**src/hdl/rob_pkg.sv**
```systemverilog
// ----------------------------------------------------------------------------
// Reorder buffer package
// Shared constants and types for the reorder buffer commit block.
// ----------------------------------------------------------------------------
package rob_pkg;

	localparam int Slots  = 16;
	localparam int PtrW   = $clog2(Slots);
	localparam int InW    = 3 + 4 + 2 + 1 + 5 + 1 + 32 + 1 + 32 + 32;
	localparam int InBytesW  = ((InW + 7) / 8) * 8;
	localparam int OutW   = 1 + 4 + 1 + 5 + 32 + 4 + 1 + 1 + 32 + 1 + 32;
	localparam int OutBytesW = ((OutW + 7) / 8) * 8;

	localparam logic [2:0] OpTick   = 3'd0;
	localparam logic [2:0] OpIssue  = 3'd1;
	localparam logic [2:0] OpAlu    = 3'd2;
	localparam logic [2:0] OpLoad   = 3'd3;
	localparam logic [2:0] OpStore  = 3'd4;
	localparam logic [2:0] OpMemDone = 3'd5;
	localparam logic [2:0] OpQuery  = 3'd6;

	localparam logic [1:0] KindReg    = 2'd0;
	localparam logic [1:0] KindStore  = 2'd1;
	localparam logic [1:0] KindBranch = 2'd2;

	typedef struct packed {
		logic [1:0]  kind;
		logic        ready;
		logic        dest;
		logic        value_ok;
		logic        ppc_ok;
		logic        rpc_ok;
		logic        addr_ok;
		logic        sdata_ok;
		logic        sstate;
		logic        released;
		logic [4:0]  dest_reg;
		logic [31:0] value;
		logic [31:0] ppc;
		logic [31:0] rpc;
	} slot_t;

	typedef struct packed {
		logic        not_full;
		logic [3:0]  next_entry;
		logic        reg_write;
		logic [4:0]  reg_index;
		logic [31:0] reg_value;
		logic [3:0]  head_entry;
		logic        store_go;
		logic        flush;
		logic [31:0] redirect_pc;
		logic        query_hit;
		logic [31:0] query_value;
	} result_t;

endpackage

```
**src/hdl/reorder_buffer_commit.sv**
```systemverilog
// ----------------------------------------------------------------------------
// Reorder buffer commit
// Sixteen-slot circular reorder buffer with in-order commit.
// ----------------------------------------------------------------------------
// One event word is taken per cycle and gives one result word: the event is
// registered, applied to the slot storage in a single pass, and the result is
// held in an output register. A new word is accepted in every cycle unless a
// result word is waiting on m_tready, which stalls the input. Ticks commit or
// release the head entry, memory-done events retire it, other events fill or
// query one slot. Store address and data are kept by the memory side; only the
// release handshake lives here.
module reorder_buffer_commit import rob_pkg::*; (
	input  logic                 clk,
	input  logic                 arst_n,
	input  logic                 s_tvalid,
	output logic                 s_tready,
	// operation, entry_id, entry_kind, dest_valid, dest_reg, pc_valid,
	// pc_value, data_valid, data_value, store_address
	input  logic [InBytesW-1:0]  s_tdata,
	output logic                 m_tvalid,
	input  logic                 m_tready,
	// not_full, next_entry, reg_write, reg_index, reg_value, head_entry,
	// store_go, flush, redirect_pc, query_hit, query_value
	output logic [OutBytesW-1:0] m_tdata
);

	logic [InW-1:0] in_s1;
	logic           v_s1, adv;
	result_t        res, res_q;

	assign adv      = !m_tvalid || m_tready;
	assign s_tready = adv;

	always_ff @(posedge clk or negedge arst_n) begin
		if (!arst_n) begin
			v_s1     <= 1'b0;
			m_tvalid <= 1'b0;
			in_s1    <= '0;
		end else if (adv) begin
			v_s1     <= s_tvalid;
			m_tvalid <= v_s1;
			in_s1    <= s_tdata[InW-1:0];
		end
	end

	always_ff @(posedge clk) begin
		if (adv) begin
			res_q <= res;
		end
	end

	rob_core u_core (
		.clk        (clk),
		.arst_n     (arst_n),
		.ev_valid   (v_s1 && adv),
		.operation  (in_s1[2:0]),
		.entry_id   (in_s1[6:3]),
		.entry_kind (in_s1[8:7]),
		.dest_valid (in_s1[9]),
		.dest_reg   (in_s1[14:10]),
		.pc_valid   (in_s1[15]),
		.pc_value   (in_s1[47:16]),
		.data_valid (in_s1[48]),
		.data_value (in_s1[80:49]),
		.res        (res)
	);

	assign m_tdata = OutBytesW'({res_q.query_value, res_q.query_hit, res_q.redirect_pc,
		res_q.flush, res_q.store_go, res_q.head_entry, res_q.reg_value,
		res_q.reg_index, res_q.reg_write, res_q.next_entry, res_q.not_full});

endmodule

```
**src/hdl/rob_core.sv**
```systemverilog
// ----------------------------------------------------------------------------
// Reorder buffer core
// Slot storage and pointers; applies one registered event per ev_valid cycle.
// ----------------------------------------------------------------------------
module rob_core import rob_pkg::*; (
	input  logic          clk,
	input  logic          arst_n,
	input  logic          ev_valid,
	input  logic [2:0]    operation,
	input  logic [3:0]    entry_id,
	input  logic [1:0]    entry_kind,
	input  logic          dest_valid,
	input  logic [4:0]    dest_reg,
	input  logic          pc_valid,
	input  logic [31:0]   pc_value,
	input  logic          data_valid,
	input  logic [31:0]   data_value,
	output result_t       res
);

	slot_t            slots_q [Slots];
	logic [Slots-1:0] live_q;
	logic [PtrW-1:0]  head_q, tail_q;
	logic             hold_q;

	logic [PtrW-1:0]  id, head_nx, tail_nx;
	logic             hold_nx, clear;
	slot_t            hs, qs, hs_eff, qs_eff;
	logic             commit_adv, rel, upd, do_issue;
	slot_t            nslot;

	assign id     = entry_id[PtrW-1:0];
	assign hs     = slots_q[head_q];
	assign qs     = slots_q[id];
	assign hs_eff = live_q[head_q] ? hs : '0;
	assign qs_eff = live_q[id] ? qs : '0;

	always_comb begin
		res        = '0;
		head_nx    = head_q;
		tail_nx    = tail_q;
		hold_nx    = hold_q;
		clear      = 1'b0;
		commit_adv = 1'b0;
		rel        = 1'b0;
		upd        = 1'b0;
		do_issue   = 1'b0;
		nslot      = qs_eff;
		if (operation == OpTick) begin
			hold_nx = 1'b0;
			if (head_q != tail_q && hs_eff.ready) begin
				unique case (hs_eff.kind)
					KindReg: begin
						if (hs_eff.value_ok) begin
							if (hs_eff.dest) begin
								res.reg_write  = 1'b1;
								res.reg_index  = hs_eff.dest_reg;
								res.reg_value  = hs_eff.value;
								res.head_entry = 4'(head_q);
							end
							commit_adv = 1'b1;
						end
					end
					KindStore: begin
						if (hs_eff.addr_ok && hs_eff.sdata_ok && hs_eff.sstate &&
								!hs_eff.released) begin
							res.store_go   = 1'b1;
							res.head_entry = 4'(head_q);
							rel            = 1'b1;
							nslot          = hs_eff;
							nslot.released = 1'b1;
						end
					end
					KindBranch: begin
						if (hs_eff.ppc_ok && hs_eff.rpc_ok &&
								!(hs_eff.dest && !hs_eff.value_ok)) begin
							if (hs_eff.dest) begin
								res.reg_write  = 1'b1;
								res.reg_index  = hs_eff.dest_reg;
								res.reg_value  = hs_eff.value;
								res.head_entry = 4'(head_q);
							end
							if (hs_eff.ppc != hs_eff.rpc) begin
								res.flush       = 1'b1;
								res.redirect_pc = hs_eff.rpc;
								clear           = 1'b1;
								hold_nx         = 1'b1;
							end else begin
								commit_adv = 1'b1;
							end
						end
					end
					default: ;
				endcase
			end
			if (commit_adv) head_nx = head_q + 1'b1;
			if (clear) begin
				head_nx = '0;
				tail_nx = '0;
			end
		end else if (!hold_q) begin
			unique case (operation)
				OpIssue: begin
					if (PtrW'(tail_q + 1'b1) != head_q && entry_kind != 2'd3) begin
						do_issue       = 1'b1;
						tail_nx        = tail_q + 1'b1;
						nslot          = '0;
						nslot.kind     = entry_kind;
						if (entry_kind == KindStore) begin
							nslot.sstate = 1'b1;
						end else begin
							nslot.dest     = dest_valid;
							nslot.dest_reg = dest_valid || entry_kind == KindReg ?
								dest_reg : 5'd0;
							if (entry_kind == KindBranch && pc_valid) begin
								nslot.ppc_ok = 1'b1;
								nslot.ppc    = pc_value;
							end
						end
					end
				end
				OpAlu: begin
					upd = 1'b1;
					if (pc_valid) begin
						nslot.rpc_ok = 1'b1;
						nslot.ready  = 1'b1;
						nslot.rpc    = pc_value;
					end
					if (data_valid) begin
						nslot.value_ok = 1'b1;
						nslot.ready    = 1'b1;
						nslot.value    = data_value;
					end
				end
				OpLoad: begin
					upd            = 1'b1;
					nslot.value_ok = 1'b1;
					nslot.ready    = 1'b1;
					nslot.value    = data_value;
				end
				OpStore: begin
					upd            = 1'b1;
					nslot.released = 1'b0;
					nslot.addr_ok  = 1'b1;
					nslot.sdata_ok = 1'b1;
					nslot.sstate   = 1'b1;
					nslot.ready    = 1'b1;
				end
				OpMemDone: begin
					if (head_q != tail_q) head_nx = head_q + 1'b1;
				end
				OpQuery: begin
					if (qs_eff.ready && qs_eff.value_ok) begin
						res.query_hit   = 1'b1;
						res.query_value = qs_eff.value;
					end
				end
				default: ;
			endcase
		end
		res.not_full   = PtrW'(tail_nx + 1'b1) != head_nx;
		res.next_entry = 4'(tail_nx);
	end

	always_ff @(posedge clk or negedge arst_n) begin
		if (!arst_n) begin
			head_q <= '0;
			tail_q <= '0;
			hold_q <= 1'b0;
			live_q <= '0;
		end else if (ev_valid) begin
			head_q <= head_nx;
			tail_q <= tail_nx;
			hold_q <= hold_nx;
			if (clear) begin
				live_q <= '0;
			end else if (do_issue) begin
				live_q[tail_q] <= 1'b1;
			end else if (upd) begin
				live_q[id] <= 1'b1;
			end
		end
	end

	always_ff @(posedge clk) begin
		if (ev_valid && !clear) begin
			if (do_issue) begin
				slots_q[tail_q] <= nslot;
			end else if (upd) begin
				slots_q[id] <= nslot;
			end else if (rel) begin
				slots_q[head_q] <= nslot;
			end
		end
	end

endmodule

```
**config.mk**
```make
export PLATFORM = sky130hd
export DESIGN_NAME = reorder_buffer_commit
export DESIGN_NICKNAME = d
export VERILOG_FILES = /design/src/hdl/rob_pkg.sv /design/src/hdl/reorder_buffer_commit.sv /design/src/hdl/rob_core.sv
export SDC_FILE = /design/constraint.sdc
export NUM_CORES = 2
export LEC_CHECK = 0
export ABC_CLOCK_PERIOD_IN_PS = 18130
export BUFFER_PORTS_ARGS = -buffer_cell sky130_fd_sc_hd__buf_4
export CAP_MARGIN = 20
export CORE_MARGIN = 3
export CORE_UTILIZATION = 40
export DETAILED_ROUTE_END_ITERATION = 12
export GPL_TIMING_DRIVEN = 0
export HOLD_SLACK_MARGIN = 0.08
export PLACE_DENSITY = 0.56
export RECOVER_POWER = 25
export SLEW_MARGIN = 5
export SYNTH_ARGS = -nofsm -noshare
export SYNTH_HDL_FRONTEND = slang
export SYNTH_HIERARCHICAL = 1
export SYNTH_SLANG_ARGS = --single-unit
```
**constraint.sdc**
```tcl
create_clock -name clk -period 18.13 [get_ports clk]
set_clock_uncertainty 0.05 [all_clocks]
set_input_delay 1.813 -clock clk [delete_from_list [all_inputs] [get_ports clk]]
set_output_delay 1.813 -clock clk [all_outputs]
set_load 0.1 [all_outputs]
```
==> metrics.txt <==
failing checks=capacitance limit, slew limit; row count=177; Clk Latency, worst-skew pair=0.91 ns; dpl cell area=103000 um2; Ports=246; #FFs+latches synth=2014; gr usage total=30.1%; GP Congestion=0.894; width of the die=490 um; IO Port Bufs=200; Mapped Cells=4701; Power Density=153 nW/um2; wire per inst=41.7 um; crit end category=register; cts repair resizes=0; dpl hpwl=255000 um; simple-gate share of the synthesized area=3.14%; first-pass GRT wire length=494000 um; Setup TNS=0 ns; mux cell area share after synthesis=27.0%; Top FF cell, synth=edfxtp_1; post-synthesis cell type count=81; total CTS buffers=217; synth-to-layout area growth=18.1%; Leak=0.0356 uW; HP Class=reg2reg; Synth area leader=edfxtp_1; share of the synthesized area in the top cell type=61.0%; Worst Path Required=18.59 ns; Synth Area in XOR/XNOR=0.280%; Slew @ Worst Pin=5.11 ns; clock buffer depth=3; Final Max Tran Viols=238; Post-CTS Setup Repair Bufs=0; YS warnings=6; RSZ-0062 raised after global routing=false; HP Start=in_s1[73]; Starting Density=40.3%; Setup CP Type=reg2reg; final worst path period need=12.24 ns; Routed WL=367000 um; number of flops mapped to enable cells by yosys=1906; maximum VDD drop=0.0968 mV; crit path launch type=register; pin count of the biggest net entering global routing=76; area of the mapped netlist=93800 um2; Die Span Y=490 um; DIE AREA=240000 um2; nets@finish=5592; DR iter-0 viols=9764; routed vias/inst=6.72; clock root cell=clkbuf_16; status=finished with violations; clock tree from TritonCTS=yes; Adder-Cell Fraction of Synth Area=0.0800%; Final setup viols=0; vias=59.2k; First-pass DRT Iterations=6; crit share post-route=67.5%; largest family of logic cells by synthesized area=multiplexers; design area=111000 um2; Residual DRC=0; share of layout cells above drive strength 1=35.2%; total gr overflow=0; Setup crit start=u_core/head_q[2]; hold buffers post-CTS=0; ANT nets after route=0; Synth Area per Inst=20.0 um2; area of the core=233000 um2; endpoints failing hold=0; worst-path maximum fanout=16; max_cap viols=10; post-synthesis compound-gate area fraction=3.55%; Clock transition at path regs=0.06 ns; max_slew headroom=-241%; CTS sink cnt=2014; post-synthesis async set-or-reset flop share=5.36%; H-Tree Depth=4; Critical Path AT=12.70 ns; Worst R2R Start=u_core/head_q[2]; antenna violations before repair=23; vias in the first global route=57.7k; Area contributors post-synth=edfxtp_1, mux4_2, dfrtp_1, mux2i_1, clkbuf_1; Seq/Total Area, Yosys=63.9%; fmax=81.7 MHz
-- routing by layer --
metal / GRT usage [%] / vias up / wire length, um
li1: - / 21900 / -
met1: 40.5 / 31800 / 136000
met2: 44.9 / 4601 / 164000
met3: 7.95 / 904 / 44100
met4: 16.2 / 6 / 23900
met5: 0 / - / 40
-- power breakdown --
group | total (uW) | internal [uW] | switching, uW
logic | 6240 | 2190 | 4050
registers | 6020 | 5880 | 145
clock network | 4630 | 2670 | 1960
total | 16900 | 10700 | 6160
-- cell type report --
cell class                      instances  area, um2
Fill cell                           19600     122000
Sequential cell                      2014      59900
Multi-Input combinational cell       2292      31900
Clock buffer                          283       5910
Timing Repair Buffer                  537       5570
Tap cell                             3132       3920
Buffer                                382       1810
Clock inverter                        125       1590
Inverter                               18       68.8
Antenna cell                           19       47.5
-- state kept, by name (all words and copies together), names as in the netlist --
| signal | flops |
|---|---|
| m_tdata | 114 |
| u_core/tail_q | 4 |
| u_core/live_q | 16 |
| u_core/slots_q | 1792 |
| m_tvalid | 1 |
| v_s1 | 1 |
| in_s1 | 81 |
| u_core/head_q | 4 |
| u_core/hold_q | 1 |
-- cell usage after synthesis, types with 9 or more instances --
master,n
a21oi_1,149
mux2_2,40
mux4_2,1040
a221oi_1,72
nand4_1,14
a211oi_1,25
xor2_1,16
and3_1,13
o22ai_1,9
nand2_1,130
edfxtp_1,1906
a221o_1,18
buf_4,28
buf_6,21
nand3_1,47
xnor2_1,14
buf_2,44
buf_1,79
nor3_1,23
dfrtp_1,108
a22oi_1,40
mux2_4,47
nor2b_1,99
a32oi_1,21
clkbuf_1,205
and2_1,44
a22o_1,22
inv_1,15
nand4b_1,17
nor2_1,150
o211ai_1,11
o21ai_0,37
mux2i_1,78
-- cells by family after synthesis --
group | Yosys count
other | 1
muxes | 1205
xor gates and xnor gates | 30
adders and majority gates | 6
and+or+nand+nor | 575
AOI/OAI and AO/OA | 470
buffers and inverters | 400
DFF | 2014
-- placed cells by master (no fill, tap or decap), types with 19 or more instances in the layout --
| cell type | n |
|---|---|
| bufinv_16 | 25 |
| a22o_1 | 22 |
| a21oi_1 | 150 |
| a221oi_1 | 71 |
| o21ai_0 | 35 |
| a32oi_1 | 21 |
| buf_4 | 188 |
| buf_6 | 81 |
| clkinv_2 | 50 |
| buf_12 | 76 |
| clkbuf_8 | 23 |
| clkbuf_16 | 217 |
| buf_2 | 55 |
| buf_1 | 49 |
| dfrtp_1 | 108 |
| nand3_1 | 47 |
| and2_1 | 42 |
| mux4_2 | 1040 |
| a22oi_1 | 40 |
| buf_16 | 24 |
| mux2i_1 | 78 |
| nor2_1 | 138 |
| clkbuf_1 | 399 |
| a211oi_1 | 25 |
| nor2b_1 | 99 |
| mux2_2 | 40 |
| clkinv_1 | 21 |
| edfxtp_1 | 1906 |
| nand2_1 | 131 |
| buf_8 | 62 |
| diode_2 | 19 |
| mux2_1 | 43 |
| clkbuf_2 | 27 |
-- per-stage QoR --
stage	hold slack (ns)	instances	power (uW)	utilization (%)	setup WS, ns
after floorplan	0.395	4706	9580	-	5.94
after global placement	0.443	8038	12000	42.6	-11.79
after detailed placement	0.449	8298	12100	44.4	10.09
after CTS	0.462	8706	16800	47.6	10.02
after global routing	0.462	8789	17300	47.5	6.20
final	0.445	8802	16900	47.5	5.89
-- worst paths after layout --
check                                          to  slack (ns)  cells after the start
max                        u_core/slots_q[14][17]        5.89                     16
max reg2reg                u_core/slots_q[14][17]        5.89                     16
min in group asynchronous               in_s1[57]        2.01                      1
min reg2reg                             in_s1[73]        0.45                      1
max in group asynchronous               in_s1[44]        9.74                      2
min                                     in_s1[73]        0.45                      1
-- worst max-delay path: stages, from the launching register on --
cell and delay, ns:
dfrtp_1 0.50, clkbuf_1 0.43, inv_1 0.40, clkbuf_1 1.21, clkbuf_1 1.50, clkbuf_1 1.09, clkbuf_1 1.37, xnor2_1 0.27
o311ai_0 0.83, nor2_1 0.13, o21ai_0 0.78, clkbuf_1 0.40, and3_1 0.46, clkbuf_1 0.70, clkbuf_1 0.95, nand2_1 0.12
o211ai_1 0.56
(Power assumes the default switching activity.)
